`src/nrps_pkg.sv`:
```
`timescale 1ns / 1ps
// ----------------------------------------------------------------------------
// nrps_pkg: shared types and constants for the nearest route point search
// Beat layouts for the request and response channels, request codes, field
// widths, default sizes and the scan state encoding.
// ----------------------------------------------------------------------------
package nrps_pkg;

   localparam int FIELD_BITS     = 24;   // coordinate field width on the port
   localparam int INDEX_BITS     = 10;   // point_index / closest_index width
   localparam int COUNT_BITS     = 11;   // point_count register width
   localparam int EXT_BITS       = 32;   // working width for extensions

   localparam int DEF_MAX_POINTS = 1024;
   localparam int DEF_COORD_BITS = 24;

   localparam logic REQ_WRITE = 1'b0;
   localparam logic REQ_QUERY = 1'b1;

   typedef struct packed {
      logic                         req_type;
      logic [INDEX_BITS-1:0]        point_index;
      logic signed [FIELD_BITS-1:0] coord_x;
      logic signed [FIELD_BITS-1:0] coord_y;
      logic signed [FIELD_BITS-1:0] coord_z;
   } nrps_req_type;

   typedef struct packed {
      logic                  found;
      logic [INDEX_BITS-1:0] closest_index;
   } nrps_rsp_type;

   typedef enum logic [2:0] {
      ST_IDLE  = 3'b001,
      ST_SCAN  = 3'b010,
      ST_DRAIN = 3'b100
   } nrps_state_type;

endpackage

```
`src/nrps_dist_unit.sv`:
```
`timescale 1ns / 1ps
// ----------------------------------------------------------------------------
// nrps_dist_unit: pipelined squared distance unit
// Takes one stored point per cycle and produces its squared Euclidean
// distance to the held query location via registered |d|, square and sum.
// ----------------------------------------------------------------------------
module nrps_dist_unit
   import nrps_pkg::*;
#(
   parameter int COORD_BITS = DEF_COORD_BITS
) (
   input  logic                        clock,
   input  logic                        reset,
   input  logic                        q_load,
   input  logic [3*COORD_BITS-1:0]     q_point,
   input  logic                        in_valid,
   input  logic [3*COORD_BITS-1:0]     pt_data,
   output logic                        out_valid,
   output logic [2*COORD_BITS+1:0]     out_dist
);

   localparam int CB   = COORD_BITS;
   localparam int SQ_W = 2*COORD_BITS + 2;

   logic [3*CB-1:0] q_point_ff;
   logic            v1_ff, v2_ff, v3_ff, v4_ff;
   logic [CB:0]     ad_in [3];
   logic [CB:0]     ad_ff [3];
   logic [SQ_W-1:0] sq_in [3];
   logic [SQ_W-1:0] sq_ff [3];
   logic [SQ_W-1:0] sum_ff;

   always_ff @(posedge clock) begin
      if (q_load) begin
         q_point_ff <= q_point;
      end
   end

   // v1 lines up with the registered memory read data
   always_ff @(posedge clock) begin
      if (reset) begin
         v1_ff <= 1'b0;
         v2_ff <= 1'b0;
         v3_ff <= 1'b0;
         v4_ff <= 1'b0;
      end else begin
         v1_ff <= in_valid;
         v2_ff <= v1_ff;
         v3_ff <= v2_ff;
         v4_ff <= v3_ff;
      end
   end

   always_comb begin
      logic [CB-1:0] p;
      logic [CB-1:0] q;
      logic [CB:0]   d;
      for (int k = 0; k < 3; k++) begin
         p        = pt_data[k*CB +: CB];
         q        = q_point_ff[k*CB +: CB];
         d        = {p[CB-1], p} - {q[CB-1], q};
         ad_in[k] = d[CB] ? (~d + 1'b1) : d;
         sq_in[k] = ad_ff[k] * ad_ff[k];
      end
   end

   always_ff @(posedge clock) begin
      for (int k = 0; k < 3; k++) begin
         ad_ff[k] <= ad_in[k];
         sq_ff[k] <= sq_in[k];
      end
      sum_ff <= sq_ff[0] + sq_ff[1] + sq_ff[2];
   end

   assign out_valid = v4_ff;
   assign out_dist  = sum_ff;

endmodule

```
`config.mk`:
```
export PLATFORM = sky130hd
export DESIGN_NAME = nrps_dist_unit
export DESIGN_NICKNAME = d
export VERILOG_FILES = /design/src/nrps_pkg.sv /design/src/nrps_dist_unit.sv
export SDC_FILE = /design/constraint.sdc
export NUM_CORES = 2
export LEC_CHECK = 0
export ABC_AREA = 1
export ABC_CLOCK_PERIOD_IN_PS = 8140
export BUFFER_PORTS_ARGS = -buffer_cell sky130_fd_sc_hd__buf_2
export CAP_MARGIN = 15
export CORE_AREA = 4 4 306 459
export CTS_CLUSTER_SIZE = 16
export DETAILED_ROUTE_END_ITERATION = 10
export DIE_AREA = 0 0 310 463
export GPL_ROUTABILITY_DRIVEN = 0
export PLACE_DENSITY = 0.69
export SLEW_MARGIN = 20
export SYNTH_ARGS = -nofsm -noshare
export SYNTH_HDL_FRONTEND = slang
export SYNTH_SLANG_ARGS = --single-unit
```
`constraint.sdc`:
```
create_clock -name clock -period 8.14 [get_ports clock]
set_clock_uncertainty 0.1 [all_clocks]
set_input_delay 0.407 -clock clock [delete_from_list [all_inputs] [get_ports clock]]
set_output_delay 0.407 -clock clock [all_outputs]
set_load 0.02 [all_outputs]
```
Word-level counts from Yosys, hierarchy flattened. Memory sizes are Yosys's and may differ from the RTL's. Index checks and enable logic that the tools add are counted.

Flip-flop bits (word level): 126. Bits in writable memories: 225. Output and inout bits: 51. Logic and storage cells: 25. Memories kept: 2.

$add $sub $neg: 8. Multiply operators: 3. Mux-type cells: 3. Bitwise logic cells: 3.

Memory list: sq_ff (words 3, width 50, read ports 3, clocked after Yosys merged registers in 0, write ports 3, line nrps_dist_unit.sv:30) `logic [SQ_W-1:0] sq_ff [3];`; ad_ff (words 3, width 25, read ports 3, clocked after Yosys merged registers in 0, write ports 3, line nrps_dist_unit.sv:28) `logic [CB:0] ad_ff [3];`.

Operator list (count): 25-bit by 25-bit multiplier with 50-bit output (3); 50-bit adder (2); 25-bit by 1-bit adder with 25-bit output, second input constant (3); 25-bit two-way mux (3); 25-bit NOT (3); 24-bit by 24-bit subtractor with 25-bit output (3).

Longest topological paths before layout.
Depth after elaboration: 4. Gate-level depth with buffers: 32. Mapped depth without buffers: 30.

Worst setup path after synthesis. No wires, ideal clock.

Path kind: register -> register. Start point: memory ad_ff[0][64] (netlist name). End point: memory sq_ff[0][135] (netlist name). Library setup time: 0.072 ns. Arrival: 6.257 ns. Required time: 7.968 ns. Slack: 1.711 ns. Cell stages (with the launch flop): 29. Period minus slack after synthesis: 6.429 ns. Cell sequence: dfxtp_1 clkbuf_1 clkbuf_1 nand2_1 fa_1 inv_1 fa_1 inv_1 fa_1 inv_1 fa_1 inv_1 fa_1 inv_1 fa_1 inv_1 fa_1 inv_1 ha_1 nand2_1 nor2_1 inv_1 nor2_1 and3_1 a21oi_1 o21ai_0 nand2_1 nand2_1 xor2_1.

RTL lines (line): start, declared (nrps_dist_unit.sv:28); end, declared (nrps_dist_unit.sv:30).

==> flow_summary.yaml <==
run_status:
  status: "finished clean"
sta:
  final_hold_viol_count: 0
  fmax_mhz: 136.2
  worst_pin_slew_ps: 1063
  fin_crit_sh: 0.9017
  slew_headroom: 0.2906
  fin_tns_setup_ps: 0
  setup_ws_ps: 800.0
  rsz0062_at_grt: "no"
  maxSlewViolCount: 0
  final.min_clock_period_ps: 7340
  setup_violations: 0
setup_path:
  start_kind: "flop"
  worstPathArrival_ps: 7740
  ff2ff_setup_slack_ps: 800
  critPathMaxFanout: 17
  end_kind: "flop"
  r2r_start: "ad_ff[0][10]"
  cp.required_ps: 8540
  worstSetupPathType: "reg -> reg"
  rr_endpoint: "sq_ff[0][38]"
  rr_worst_depth: 25
detailed_routing:
  route.detailed.drc: 0
  via_per_inst: 5.217
  drt_pass1_iterations: 8
  drtIter0Drc: 3458
  drtAntennaViolNets: 0
  wl_per_cell_um: 17.55
  totalWireLength_mm: 199.5
  vias: 59280
final_layout:
  ff_latch_area_sq_um: 7689
  post-route-util: 0.5860
  postLayoutCellArea_sq_um: 79840
  num-fill-cells: 12400
  multi_input_area_sq_um: 55060
  syn2layout_area_growth_pct: 7.037
  layout.nets: 11850
  drive_gt1_frac: 0.04346
die:
  initial_utilization: 0.5474
  num_rows: 166
  io_pins: 199
  die_width_um: 310
  die_h_um: 463
  core_area_sq_um: 136300
  die-area_sq_um: 143500
grt:
  grtUsageMet3: 0.03569
  gr-usage-met1: 0.3344
  grt_overflow_total: 0
  grtUsageMet2: 0.5117
  track_usage: 0.2860
  grt_first_pass_wirelength_mm: 324.7
  first_global_vias: 64610
  grt_max_degree: 55
  grt_antenna_before_repair: 17
  top_usage_layer: "met2"
placement:
  dp_hpwl_mm: 170.9
  port_buffers: 198
  placed_cell_area_sq_um: 77650
  place_ws_ps: 935.8
yosys:
  postSynthAreaPerCell_sq_um: 7.963
  yosysTopAreaCell: "fa_1"
  synth_ff_type: "dfxtp_1"
  syn_inst: 9367
  synth_area_leaders: "fa_1 39%, inv_1 15%, ha_1 12%"
  synth.yosys.seq_area_share: 0.1031
  yosysTopAreaCellShare: 0.3892
  syn-cell-area_sq_um: 74590
  yosys_warnings: 0
  ys_seq_elements: 348
  synth-edff-count: 72
  ys_async_sr_fraction: 0
  yosysUniqueCellTypes: 51
clock_network:
  cts.path.max_buffers: 3
  cts_htree_levels: 2
  cts.reportedPaths.clkPinSlew_ps: 70
  cts_resized: 0
  cts_made_buffers: 42
  cts_tree: "done"
  clock-sinks: 348
  clock_latency_ps: 620
  ctsRootBufferMaster: "clkbuf_16"
hold_path:
  min-delay-start: "q_load"
  worstHoldPathCells: 1
  holdPathEnd: "q_point_ff[37]"
  hp-class: "in -> reg"
run:
  maxCapViolCount: 0
cell type report:
class                   instances  area share
clock inverters                25    0.003338
repair buffers                362     0.03018
multi-input cells            5872      0.6896
diodes                          4   0.0001254
inverters                    2937      0.1381
clock buffers                  52     0.01465
flip-flops and latches        348     0.09630
well taps                    1764     0.02764
registers in the layout, indices dropped and copies added (netlist names):
register and count:
out_valid 1, out_dist 50, v2_ff 1, sq_ff 147
v3_ff 1, q_point_ff 72, ad_ff 75, v1_ff 1
logic make-up after synthesis:
family | count (synthesis) | share of synthesized area
xor+xnor | 277 | 0.03313
fa+ha+maj | 2137 | 0.5044
simple gates | 2792 | 0.1505
compound gates | 663 | 0.04999
buf+inv | 3149 | 0.1589
flops | 348 | 0.1031
other cells | 1 | 0.00005027
layout by cell type, fill, tap and decap left out, types with 7 or more instances in the layout:
master         Yosys  layout
inv_1           2935    2935
nand2_1         1930    1930
fa_1            1450    1450
ha_1             687     687
nor2_1           450     450
a21oi_1          312     312
dfxtp_1          276     275
nand3_1          217     217
buf_2              1     197
xor2_1           179     179
o21ai_0          167     167
xnor2_1           95      95
buf_4              1      91
dlygate4sd3_1      0      74
edfxtp_1          72      72
a31oi_1           52      52
nor3_1            52      52
nand4_1           49      49
clkbuf_16          0      43
a21o_1            34      34
o21bai_1          29      29
nor4_1            20      20
o21a_1            18      18
nand3b_1          17      17
nand2_2           17      17
and3_1            12      12
a21boi_0          11      11
o21ai_2            9       9
or2_2              8       8
o21ai_1            8       8
inv_6              0       8
nor2_2             7       7
per-layer routing:
layer	wire length, um	share of wire
met1	73050	0.37
met2	101400	0.51
met3	12470	0.062
met4	12490	0.063
met5	33	0.00017
cells in the mapped netlist, types with 4 or more instances:
| library cell | n |
|---|---|
| inv_1 | 2935 |
| nand2_1 | 1930 |
| fa_1 | 1450 |
| ha_1 | 687 |
| nor2_1 | 450 |
| a21oi_1 | 312 |
| dfxtp_1 | 276 |
| nand3_1 | 217 |
| clkbuf_1 | 207 |
| xor2_1 | 179 |
| o21ai_0 | 167 |
| xnor2_1 | 95 |
| edfxtp_1 | 72 |
| a31oi_1 | 52 |
| nor3_1 | 52 |
| nand4_1 | 49 |
| a21o_1 | 34 |
| o21bai_1 | 29 |
| nor4_1 | 20 |
| o21a_1 | 18 |
| nand2_2 | 17 |
| nand3b_1 | 17 |
| and3_1 | 12 |
| a21boi_0 | 11 |
| o21ai_2 | 9 |
| o21ai_1 | 8 |
| or2_2 | 8 |
| nor2_2 | 7 |
| and2_1 | 5 |
| o31ai_1 | 5 |
| nand3_2 | 4 |
| o221ai_1 | 4 |
worst max-delay path by stage:
stage                      start             to  slack [ps]  cells after the start
finish              ad_ff[0][10]   sq_ff[0][38]         800                     25
global route        ad_ff[0][10]   sq_ff[0][38]         430                     26
CTS                 ad_ff[0][10]   sq_ff[0][49]         900                     22
detailed placement  ad_ff[0][41]   sq_ff[0][89]         940                     21
global placement    ad_ff[0][41]   sq_ff[0][89]        1010                     21
floorplan           ad_ff[0][64]  sq_ff[0][135]        1710                     28
worst max-delay path: stages (launching register included):
cell and delay, ps:
dfxtp_1 1020, buf_4 330, nand2_1 70, inv_1 80, fa_1 440, fa_1 610, inv_1 80, fa_1 460
fa_1 520, inv_1 60, fa_1 500, fa_1 500, inv_1 50, fa_1 470, inv_1 40, ha_1 350
nand2_1 110, nor2_1 140, inv_1 70, nor2_1 180, and3_1 180, a21oi_1 100, o21ai_0 420, a21oi_1 180
nand2_1 100, nand2_1 60
repair_timing:
item                                   in CTS  in global routing
endpoints found under the hold margin      76                  0
setup buffers                               0                  0
hold buffers                               74                  0
stage by stage:
stage | cells | hold slack [ps]
finish | 11360 | 93.03
global route | 11360 | 87.14
CTS | 11360 | 53.17
detailed placement | 11210 | 299.4
global placement | 11210 | 292.3
floorplan | 9369 | 229.0
Power is not shown: default switching activity piles up to over one toggle a cycle in this logic, so the estimate is an artifact.
