## config.mk

```make
export PLATFORM = sky130hd
export DESIGN_NAME = nrps_scan_ctrl
export DESIGN_NICKNAME = d
export VERILOG_FILES = /design/src/nrps_pkg.sv /design/src/nrps_scan_ctrl.sv
export SDC_FILE = /design/constraint.sdc
export NUM_CORES = 1
export LEC_CHECK = 0
export BUFFER_PORTS_ARGS = -buffer_cell sky130_fd_sc_hd__buf_2
export CORE_ASPECT_RATIO = 0.75
export CORE_MARGIN = 1.5
export CORE_UTILIZATION = 50
export CTS_BUF_LIST = sky130_fd_sc_hd__clkbuf_4
export CTS_CLUSTER_SIZE = 30
export DETAILED_ROUTE_END_ITERATION = 10
export GPL_ROUTABILITY_DRIVEN = 1
export GPL_TIMING_DRIVEN = 0
export PLACE_DENSITY = 0.72
export SLEW_MARGIN = 20
export SYNTH_ARGS = -nofsm -noshare
export SYNTH_HDL_FRONTEND = slang
export SYNTH_SLANG_ARGS = --single-unit
```

## constraint.sdc

```tcl
create_clock -name clock -period 7 [get_ports clock]
set_input_delay 1.4 -clock clock [delete_from_list [all_inputs] [get_ports clock]]
set_output_delay 1.4 -clock clock [all_outputs]
set_load 0.05 [all_outputs]
```

## src/nrps_pkg.sv

```systemverilog
`timescale 1ns / 1ps
// ----------------------------------------------------------------------------
// nrps_pkg: shared types and constants for the nearest route point search
// Beat layouts for the request and response channels, request codes, field
// widths, default sizes and the scan state encoding.
// ----------------------------------------------------------------------------
package nrps_pkg;

   localparam int FIELD_BITS     = 24;   // coordinate field width on the port
   localparam int INDEX_BITS     = 10;   // point_index / closest_index width
   localparam int COUNT_BITS     = 11;   // point_count register width
   localparam int EXT_BITS       = 32;   // working width for extensions

   localparam int DEF_MAX_POINTS = 1024;
   localparam int DEF_COORD_BITS = 24;

   localparam logic REQ_WRITE = 1'b0;
   localparam logic REQ_QUERY = 1'b1;

   typedef struct packed {
      logic                         req_type;
      logic [INDEX_BITS-1:0]        point_index;
      logic signed [FIELD_BITS-1:0] coord_x;
      logic signed [FIELD_BITS-1:0] coord_y;
      logic signed [FIELD_BITS-1:0] coord_z;
   } nrps_req_type;

   typedef struct packed {
      logic                  found;
      logic [INDEX_BITS-1:0] closest_index;
   } nrps_rsp_type;

   typedef enum logic [2:0] {
      ST_IDLE  = 3'b001,
      ST_SCAN  = 3'b010,
      ST_DRAIN = 3'b100
   } nrps_state_type;

endpackage

```

## src/nrps_scan_ctrl.sv

```systemverilog
`timescale 1ns / 1ps
// ----------------------------------------------------------------------------
// nrps_scan_ctrl: query sequencer and running minimum
// Walks the store addresses, tracks the nearest entry as distances come
// back and issues the response beat.
// ----------------------------------------------------------------------------
module nrps_scan_ctrl
   import nrps_pkg::*;
#(
   parameter int MAX_POINTS = DEF_MAX_POINTS,
   parameter int COORD_BITS = DEF_COORD_BITS
) (
   input  logic                          clock,
   input  logic                          reset,
   input  logic                          start_query,
   input  logic [COUNT_BITS-1:0]         point_count,
   input  logic                          dist_valid,
   input  logic [2*COORD_BITS+1:0]       dist_sum,
   output logic                          busy,
   output logic                          rd_en,
   output logic [$clog2(MAX_POINTS)-1:0] rd_addr,
   output logic                          rsp_valid,
   output nrps_rsp_type                  rsp_data
);

   localparam int IDX_W = $clog2(MAX_POINTS);
   localparam int SUM_W = 2*COORD_BITS + 2;

   nrps_state_type          state_ff, state_in;
   logic [IDX_W-1:0]        idx_ff, idx_in;
   logic [IDX_W-1:0]        last_idx_ff, last_idx_in;
   logic [IDX_W-1:0]        cmp_idx_ff, cmp_idx_in;
   logic [IDX_W-1:0]        best_idx_ff, best_idx_in;
   logic [SUM_W-1:0]        best_ff, best_in;
   logic                    rsp_valid_ff, rsp_valid_in;
   nrps_rsp_type            rsp_data_ff, rsp_data_in;

   logic [EXT_BITS-1:0]     pc_ext;
   logic [EXT_BITS-1:0]     n_eff;
   logic                    take;
   logic                    is_last;
   logic [IDX_W-1:0]        win_idx;

   // clamp the scan length to the store depth
   assign pc_ext  = EXT_BITS'(point_count);
   assign n_eff   = (pc_ext > EXT_BITS'(MAX_POINTS)) ? EXT_BITS'(MAX_POINTS) : pc_ext;

   // first entry always wins; later ones only when strictly closer
   assign take    = dist_valid && ((cmp_idx_ff == '0) || (dist_sum < best_ff));
   assign is_last = dist_valid && (cmp_idx_ff == last_idx_ff);
   assign win_idx = take ? cmp_idx_ff : best_idx_ff;

   always_comb begin
      state_in     = state_ff;
      idx_in       = idx_ff;
      last_idx_in  = last_idx_ff;
      cmp_idx_in   = cmp_idx_ff;
      best_idx_in  = best_idx_ff;
      best_in      = best_ff;
      rsp_valid_in = 1'b0;
      rsp_data_in  = rsp_data_ff;

      if (dist_valid) begin
         cmp_idx_in = cmp_idx_ff + 1'b1;
      end
      if (take) begin
         best_in     = dist_sum;
         best_idx_in = cmp_idx_ff;
      end

      unique case (state_ff)
         ST_IDLE: begin
            if (start_query) begin
               if (n_eff == '0) begin
                  rsp_valid_in              = 1'b1;
                  rsp_data_in.found         = 1'b0;
                  rsp_data_in.closest_index = '0;
               end else begin
                  state_in    = ST_SCAN;
                  idx_in      = '0;
                  cmp_idx_in  = '0;
                  last_idx_in = IDX_W'(n_eff - 1);
               end
            end
         end
         ST_SCAN: begin
            idx_in = idx_ff + 1'b1;
            if (idx_ff == last_idx_ff) begin
               state_in = ST_DRAIN;
            end
         end
         ST_DRAIN: begin
            // hold until the last distance has been compared
            if (is_last) begin
               state_in                  = ST_IDLE;
               rsp_valid_in              = 1'b1;
               rsp_data_in.found         = 1'b1;
               rsp_data_in.closest_index = INDEX_BITS'(win_idx);
            end
         end
         default: begin
            state_in = ST_IDLE;
         end
      endcase
   end

   always_ff @(posedge clock) begin
      if (reset) begin
         state_ff     <= ST_IDLE;
         rsp_valid_ff <= 1'b0;
      end else begin
         state_ff     <= state_in;
         rsp_valid_ff <= rsp_valid_in;
      end
   end

   always_ff @(posedge clock) begin
      idx_ff      <= idx_in;
      last_idx_ff <= last_idx_in;
      cmp_idx_ff  <= cmp_idx_in;
      best_idx_ff <= best_idx_in;
      best_ff     <= best_in;
      rsp_data_ff <= rsp_data_in;
   end

   assign busy      = (state_ff != ST_IDLE);
   assign rd_en     = (state_ff == ST_SCAN);
   assign rd_addr   = idx_ff;
   assign rsp_valid = rsp_valid_ff;
   assign rsp_data  = rsp_data_ff;

endmodule

```

* Yosys cells after proc, flatten, opt, wreduce, memory -nomap -nowiden
Index checks and enable logic that the tools add are counted.
Operators by class: add/subtract/negate cells 3, magnitude comparators 2, equality and inequality tests 11, muxes and demuxes 22, bitwise logic cells 1, reduce and logical (&&, ||, !) cells 11
Operator list (number):
- $mux 10 | 7
- $lt 50x50->1 | 1
- $mux 11 | 4
- $logic_not 32->1 | 1
- $pmux 11 s2 | 1
- $add 10x1->10 const B | 2
- $eq 10x10->1 | 2
- $pmux 10 s2 | 1
- $mux 3 | 4
- $gt 11x11->1 const B | 1
- $logic_not 10->1 | 1
- $sub 10x1->10 const B | 1
- $pmux 3 s3 | 1
- $ne 2x2->1 const B | 4
- $reduce_and 4->1 | 2
- $reduce_and 3->1 | 2
- $reduce_bool 2->1 | 2
- $eq 3x1->1 const B | 1
- $eq 3x2->1 const B | 1
- $eq 3x3->1 const B | 1
- $mux 1 | 3
- $ne 3x1->1 const B | 1
- $logic_and 1x1->1 | 2
- $ne 2x1->1 const B | 1
- other kinds (3) | 3
Storage, ports and cells: register bits 105, input port bits 65, output and inout port bits 24, logic and storage cells 59

* Longest topological paths before layout
Gate-level depths: netlist of the first run.
word-level depth 6, depth in mapped cells 10, gate-level depth less buffers 9

* Least setup slack after synthesis of the first run
No wires, ideal clock.
kind input to register, start point input port dist_sum[21], end point register best_ff[0], enable pin, setup time 404 ps, arrival time 3746 ps, data required time 6596 ps, setup slack 2850 ps, stages on the path 8, buffers on the path 0, path through ha_1 -> a21oi_1 -> o21ai_0 -> a221oi_1 -> o211ai_1 -> a22oi_4 -> nand3_2 -> inv_1
On the way: word-level cells in the longest chain between the ends 3
RTL lines:
- from (decl) | RTL line nrps_scan_ctrl.sv:18 | input logic [2*COORD_BITS+1:0] dist_sum,
- $lt 50x50->1 | RTL line nrps_scan_ctrl.sv:49 | assign take = dist_valid && ((cmp_idx_ff == '0) || (dist_sum < best_ff));
- $logic_or 1x1->1 | RTL line nrps_scan_ctrl.sv:49
- $logic_and 1x1->1 | RTL line nrps_scan_ctrl.sv:49
- via take | RTL line nrps_scan_ctrl.sv:40 | logic take;
- to (signal assigned) | RTL line nrps_scan_ctrl.sv:122 | best_ff <= best_in;
- to (decl) | RTL line nrps_scan_ctrl.sv:34 | logic [SUM_W-1:0] best_ff, best_in;
The timed path passes the listed nets, and every way through them passes these cells. A chain may end at the register's enable or synchronous reset.

* Worst setup path in the final report of the first run
start point input port dist_sum[21], end point register best_ff[31], enable pin
Same word-level chain as after synthesis.

==> results of run 1 <==
cell type report:
type	count	area, um2	area share
clock buffers	10	75.1	0.0118
plain buffers	12	91.3	0.0144
clock inverters	6	33.8	0.00532
inverters	62	235	0.0370
repair buffers	87	450	0.0709
well taps	140	175	0.0276
multi-input cells	313	2380	0.375
flip-flops and latches	105	2910	0.458
flip-flops by register name, indices dropped and copies added (netlist names):
name	cells
best_ff	50
rsp_data	11
best_idx_ff	10
cmp_idx_ff	10
last_idx_ff	10
rd_addr	10
state_ff	3
rsp_valid	1
cell families after synthesis:
kind of cell / count (synthesis)
buffers and inverters: 74
DFF: 105
AOI/OAI and AO/OA: 84
xor gates and xnor gates: 39
and+or+nand+nor: 135
muxes: 1
adders and majority gates: 54
synthesized netlist by cell type, types with 3 or more instances:
| master | number |
|---|---|
| sky130_fd_sc_hd__nand2b_1 | 3 |
| sky130_fd_sc_hd__inv_1 | 60 |
| sky130_fd_sc_hd__o21ai_0 | 14 |
| sky130_fd_sc_hd__buf_6 | 3 |
| sky130_fd_sc_hd__clkbuf_1 | 4 |
| sky130_fd_sc_hd__and3_1 | 3 |
| sky130_fd_sc_hd__o31ai_2 | 8 |
| sky130_fd_sc_hd__a21oi_1 | 35 |
| sky130_fd_sc_hd__nand3_1 | 11 |
| sky130_fd_sc_hd__dfxtp_1 | 24 |
| sky130_fd_sc_hd__nor3_1 | 4 |
| sky130_fd_sc_hd__nand4_1 | 24 |
| sky130_fd_sc_hd__xor2_1 | 15 |
| sky130_fd_sc_hd__nand2_1 | 35 |
| sky130_fd_sc_hd__nor4_1 | 3 |
| sky130_fd_sc_hd__ha_1 | 54 |
| sky130_fd_sc_hd__o211ai_1 | 3 |
| sky130_fd_sc_hd__nor2_1 | 32 |
| sky130_fd_sc_hd__edfxtp_1 | 81 |
| sky130_fd_sc_hd__xnor2_1 | 24 |
per-stage QoR:
step	worst slack (ns)	total power, mW
2_1_floorplan	2.85	1.01
3_3_place_gp	2.10	1.08
3_5_place_dp	2.77	1.10
4_1_cts	3.27	1.37
5_1_grt	3.11	1.44
6_report	3.24	1.36
worst max-delay path, stage by stage:
cell	delay (ns)
sky130_fd_sc_hd__buf_2	0.11
sky130_fd_sc_hd__ha_1	0.32
sky130_fd_sc_hd__a21oi_1	0.13
sky130_fd_sc_hd__o21ai_0	0.13
sky130_fd_sc_hd__a221oi_1	0.32
sky130_fd_sc_hd__o211ai_1	0.29
sky130_fd_sc_hd__a22oi_4	0.34
sky130_fd_sc_hd__nand3_2	0.14
sky130_fd_sc_hd__inv_2	0.45
sky130_fd_sc_hd__buf_12	0.26
power by group through the flow:
| stage | Sequential, mW | Combinational, mW | Clock (mW) |
|---|---|---|---|
| 2_1_floorplan | 0.801 | 0.208 | 0 |
| 3_3_place_gp | 0.793 | 0.289 | 0 |
| 3_5_place_dp | 0.791 | 0.309 | 0 |
| 4_1_cts | 0.778 | 0.311 | 0.286 |
| 5_1_grt | 0.785 | 0.348 | 0.306 |
| 6_report | 0.778 | 0.309 | 0.270 |
layer usage:
| metal | track usage | share of wire | vias up |
|---|---|---|---|
| met2 | 0.311 | 0.46 | 82 |
| met1 | 0.257 | 0.49 | 1822 |
| li1 | - | - | 1970 |
| met4 | 0.0521 | 0.013 | 0 |
| met5 | 0 | 0 | - |
| met3 | 0.0385 | 0.046 | 13 |
worst max-delay path by stage:
stage / start / slack, ns / end
floorplan: dist_sum[21] / 2.85 / best_ff[0]$_DFFE_PP_
global placement: dist_sum[21] / 2.10 / best_ff[31]$_DFFE_PP_
detailed placement: dist_sum[21] / 2.77 / best_ff[31]$_DFFE_PP_
CTS: dist_sum[21] / 3.27 / best_ff[31]$_DFFE_PP_
global route: dist_sum[21] / 3.11 / best_ff[30]$_DFFE_PP_
finish: dist_sum[21] / 3.24 / best_ff[31]$_DFFE_PP_
==> impl_metrics.ini, run 1 <==
[setup_path]
critical_path.startpoint_type = input pin
endpoint_kind = register
cp.arrival_ns = 3.92
reg2reg_depth = 10
rrSetupSlack_ns = 3.92
largest_fanout_of_any_net_on_the_critical_path = 27
worst-setup-path-type = input pin to register
cp_data_required_time_ns = 7.16
r2r_path_start = best_ff[21]$_DFFE_PP_
regToRegEndpoint = best_ff[31]$_DFFE_PP_

[clocking]
cts-hold-fix-buffers = 0
cts_tree = yes
numCtsBuffers = 9
cts-root-to-sink-buffers = 2
count_of_clock_tree_sinks = 105
post-cts-setup-buffers = 0
cts_root_buffer = sky130_fd_sc_hd__clkbuf_4
worstSkewPairLatency_ns = 0.45
clk_pin_slew_worst_paths_ns = 0.14
clock_tree.htree_level_count = 3
cts.repair.resized = 0

[sta]
total_of_endpoints_with_negative_setup_slack_in_the_final_report = 0
whs_ns = 0.468
timing.final.max_slew_violations = 0
timing_worst_slew_pin_value_ns = 0.935
worst_clock_skew_ns = 0.0188
max-slew-margin-rel = 0.377
setup_repair_after_global_routing_missed_its_margin = false
period_share = 0.538
fmax_mhz = 266
totalNegativeSetupSlack_ns = 0
hold_viol = 0
post-route-min-period_ns = 3.76

[yosys]
yosys.area_share.simple = 0.132
synth_edf_count = 81
synth_area_mm2 = 0.00562
postSynthRegisterBits = 105
synth-async-reset-ratio = 0
synthDistinctLibCells = 60
yosys.area.top_type_share = 0.433
synth_top_area_cell = sky130_fd_sc_hd__edfxtp_1
synth_top_cells_by_area = sky130_fd_sc_hd__edfxtp_1, sky130_fd_sc_hd__ha_1, sky130_fd_sc_hd__dfxtp_1, sky130_fd_sc_hd__inv_1, sky130_fd_sc_hd__xnor2_1
synthFlopType = sky130_fd_sc_hd__edfxtp_1
synth_top_family_by_area = simple AND/OR/NAND/NOR gates
seq_area_frac_synth = 0.518
synth-compound-area-share = 0.108
post_synthesis_adder_cell_area_fraction = 0.120
synthXorXnorAreaFrac = 0.0608
ys.warnings.count = 0
syn_inst = 492
mappedNetlistNets = 611
yosys-mux-area-fraction = 0.00178
postSynthAreaPerCell_um2 = 11.4

[placed_design]
numPortBuffers = 86
place_inst = 719
placed_cell_area_mm2 = 0.00624
hpwl_mm = 8.21
place.gp.congestion = 0.824

[detailed_routing]
dr.pass1.iters = 4
route.detailed.drc = 0
drtIter0Drc = 179
dr_total_vias = 3887
route.detailed.wl_per_inst_um = 14.6
final_antenna_net_count = 0
vias_per_cell = 5.29
finalWirelength_mm = 10.7

[layout]
syn_to_final_growth_pct = 13.1
postLayoutCellArea_mm2 = 0.00635
final-instance-count-excl-fill = 735
mostFrequentLayoutCell = sky130_fd_sc_hd__buf_2
post_route_cells_drive_above_1_share = 0.227
utilization_of_the_core_after_routing = 0.581
most_frequent_cells_in_the_layout = sky130_fd_sc_hd__buf_2, sky130_fd_sc_hd__edfxtp_1, sky130_fd_sc_hd__inv_1
fillCellCount = 919
num-nets-final = 709
antenna_cells = 0

[floorplan]
floorplan.initialDensity = 0.514
die_area_mm2 = 0.0119
floorplan.io_pins = 89
fp.coreArea_mm2 = 0.0109
die_w_um = 125
chipHeight_um = 94.8
std_cell_rows = 33

[worst_hold_path]
hp-class = register to register
end_of_the_worst_hold_path = best_idx_ff[9]$_DFF_P_
hold_depth = 2
worst_hold_startpoint = best_idx_ff[9]$_DFF_P_

[power]
power_density_mw_per_mm2 = 214
power.share.switching = 0.307
peakVddDrop_v = 0.0000884
p_int_mw = 0.941
power.share.combinational = 0.228
power_switching_mw = 0.416
share_seq_of_total_power = 0.573
total_leakage_power_nw = 2.77
clock_power_share = 0.199

[grt]
grt_start_max_net_pins = 28
gr-usage-all-layers = 0.189
grt_pass1_wl_mm = 18.0
first_global_vias = 3826
antenna_found_initial = 0
globalRouteOverflowTotal = 0

[job]
max_cap_viols = 0

[status]
outcome = completed
No activity file was read; power rests on OpenSTA's default activity.
==> run 2, diff against run 1 <==
- PLACE_DENSITY: 0.72 -> 0.75
- clock period: 7 -> 3.31 ns (I/O delays scaled with it)
==> impl_metrics.ini, run 2 (synthesized netlist as in run 1, its figures left out) <==
[grt]
gr-usage-all-layers = 0.190
globalRouteOverflowTotal = 0
first_global_vias = 3783
antenna_found_initial = 1
grt_start_max_net_pins = 26
grt_pass1_wl_mm = 17.8

[worst_hold_path]
hold_depth = 1
end_of_the_worst_hold_path = best_ff[13]$_DFFE_PP_
hp-class = input pin to register
worst_hold_startpoint = dist_sum[13]

[power]
total_leakage_power_nw = 2.77
peakVddDrop_v = 0.000210
power_density_mw_per_mm2 = 467
total_power_mw = 2.98

[placed_design]
hpwl_mm = 8.33
place.gp.congestion = 0.772
numPortBuffers = 86
place_inst = 718

[setup_path]
cp.arrival_ns = 3.09
cp_cell_sequence = inv_1 > ha_1 > nand4_1 > nor4_1 > and3_1 > o21ai_4 > nand3_2 > clkinvlp_4
cp_data_required_time_ns = 3.35
largest_fanout_of_any_net_on_the_critical_path = 25
regToRegEndpoint = best_ff[30]$_DFFE_PP_
cpMaxStageDelayCell = sky130_fd_sc_hd__nor4_1
r2r_path_start = best_ff[32]$_DFFE_PP_
endpoint_kind = register
critical_path.startpoint_type = register
rrSetupSlack_ns = 0.26
reg2reg_depth = 8
critPathMaxStageDelay_ns = 0.63
worst-setup-path-type = register to register

[detailed_routing]
top_layer_used = met4
vias_per_cell = 5.28
wirelength_met1_mm = 5.31
finalWirelength_mm = 10.9
dr.pass1.iters = 4
dr_total_vias = 3885
met2_length_mm = 4.98
route.detailed.wl_per_inst_um = 14.9
drtIter0Drc = 175
route.detailed.drc = 0
routed-wl-met3_um = 486
final_antenna_net_count = 0

[sta]
whs_ns = 0.376
post-route-min-period_ns = 3.05
period_share = 0.923
timing_worst_slew_pin_value_ns = 0.911
fmax_mhz = 327
worst_clock_skew_ns = 0.0277
hold_viol = 0
total_of_endpoints_with_negative_setup_slack_in_the_final_report = 0
max-slew-margin-rel = 0.393
timing.final.max_slew_violations = 0
setup_repair_after_global_routing_missed_its_margin = false

[floorplan]
fp.coreArea_mm2 = 0.0109
chipHeight_um = 94.8
floorplan.io_pins = 89
std_cell_rows = 33
die_area_mm2 = 0.0119
die_w_um = 125
floorplan.initialDensity = 0.514

[clocking]
clk_pin_slew_worst_paths_ns = 0.16
cts-root-to-sink-buffers = 2
count_of_clock_tree_sinks = 105
clock_tree.htree_level_count = 3
worstSkewPairLatency_ns = 0.46
cts_root_buffer = sky130_fd_sc_hd__clkbuf_4
numCtsBuffers = 9
cts-hold-fix-buffers = 0
cts_tree = yes

[job]
max_cap_viols = 0

[layout]
largest_register_ffs = 50
most_frequent_cells_in_the_layout = sky130_fd_sc_hd__buf_2, sky130_fd_sc_hd__edfxtp_1, sky130_fd_sc_hd__inv_1
utilization_of_the_core_after_routing = 0.583
top_register = best_ff
fillCellCount = 907
post_route_cells_drive_above_1_share = 0.229
mostFrequentLayoutCell = sky130_fd_sc_hd__buf_2
syn_to_final_growth_pct = 13.5
num-nets-final = 709
final-instance-count-excl-fill = 736

[status]
outcome = completed
## run 2: cell types whose count changed in the layout (fill, tap and decap cells not counted), sizes merged
| cell | before | now |
|---|---|---|
| clkinv | 5 | 1 |
| clkinvlp | 0 | 2 |
| bufinv | 0 | 1 |
| buf | 91 | 90 |
| diode | 0 | 1 |
| clkbuf | 18 | 20 |
## run 2: metrics by stage
stage	setup TNS, ns	area (um2)	setup slack, ns
floorplan	0	5620	0.269
global placement	-22.50	6230	-0.453
detailed placement	-28.32	6230	-0.569
CTS	0	6380	0.281
global route	0	6380	0.0617
finish	0	6380	0.256
## run 2: worst max path at each step
stage / from / endpoint / slack (ns)
4_1_cts: best_ff[32]$_DFFE_PP_ / best_ff[30]$_DFFE_PP_ / 0.28
2_1_floorplan: dist_sum[45] / best_ff[0]$_DFFE_PP_ / 0.27
5_1_grt: best_ff[27]$_DFFE_PP_ / best_ff[30]$_DFFE_PP_ / 0.06
3_5_place_dp: dist_sum[32] / best_ff[9]$_DFFE_PP_ / -0.57
3_3_place_gp: dist_sum[33] / best_ff[27]$_DFFE_PP_ / -0.45
6_report: best_ff[32]$_DFFE_PP_ / best_ff[30]$_DFFE_PP_ / 0.26
## run 2: final cells by class
class,count,area (um2),share of cell area
Antenna cell,1,2.50,0.000392
Buffer,12,91.3,0.0143
Clock buffer,12,90.1,0.0141
Clock inverter,4,51.3,0.00804
Inverter,62,239,0.0375
Multi-Input combinational cell,313,2380,0.373
Sequential cell,105,2910,0.457
Tap cell,140,175,0.0275
Timing Repair Buffer,86,430,0.0675
Timing Repair inverter,1,7.51,0.00118
## run 2: power by group
part | internal [mW] | switching, mW
Combinational | 0.247 | 0.401
Sequential | 1.58 | 0.0731
Clock | 0.261 | 0.422
Total | 2.08 | 0.896
## run 2: worst max-delay path, delay by kind of cell, from the launching register on
family	cells	cell delay [ns]
and+or+nand+nor	4	1.29
DFF	1	0.36
buffers and inverters	2	0.55
AOI/OAI and AO/OA	1	0.12
adders and majority gates	1	0.30
## run 2: timing repair
item,in CTS,in global routing
resized for setup,1,0
endpoints found under the hold margin,0,0
setup buffers,0,0
endpoints found under the setup margin,50,0
## run 2: layer usage
metal | vias to the layer above | GRT usage
li1 | 1960 | -
met1 | 1816 | 0.253
met2 | 90 | 0.308
met3 | 19 | 0.0476
met4 | 0 | 0.0644
met5 | - | 0
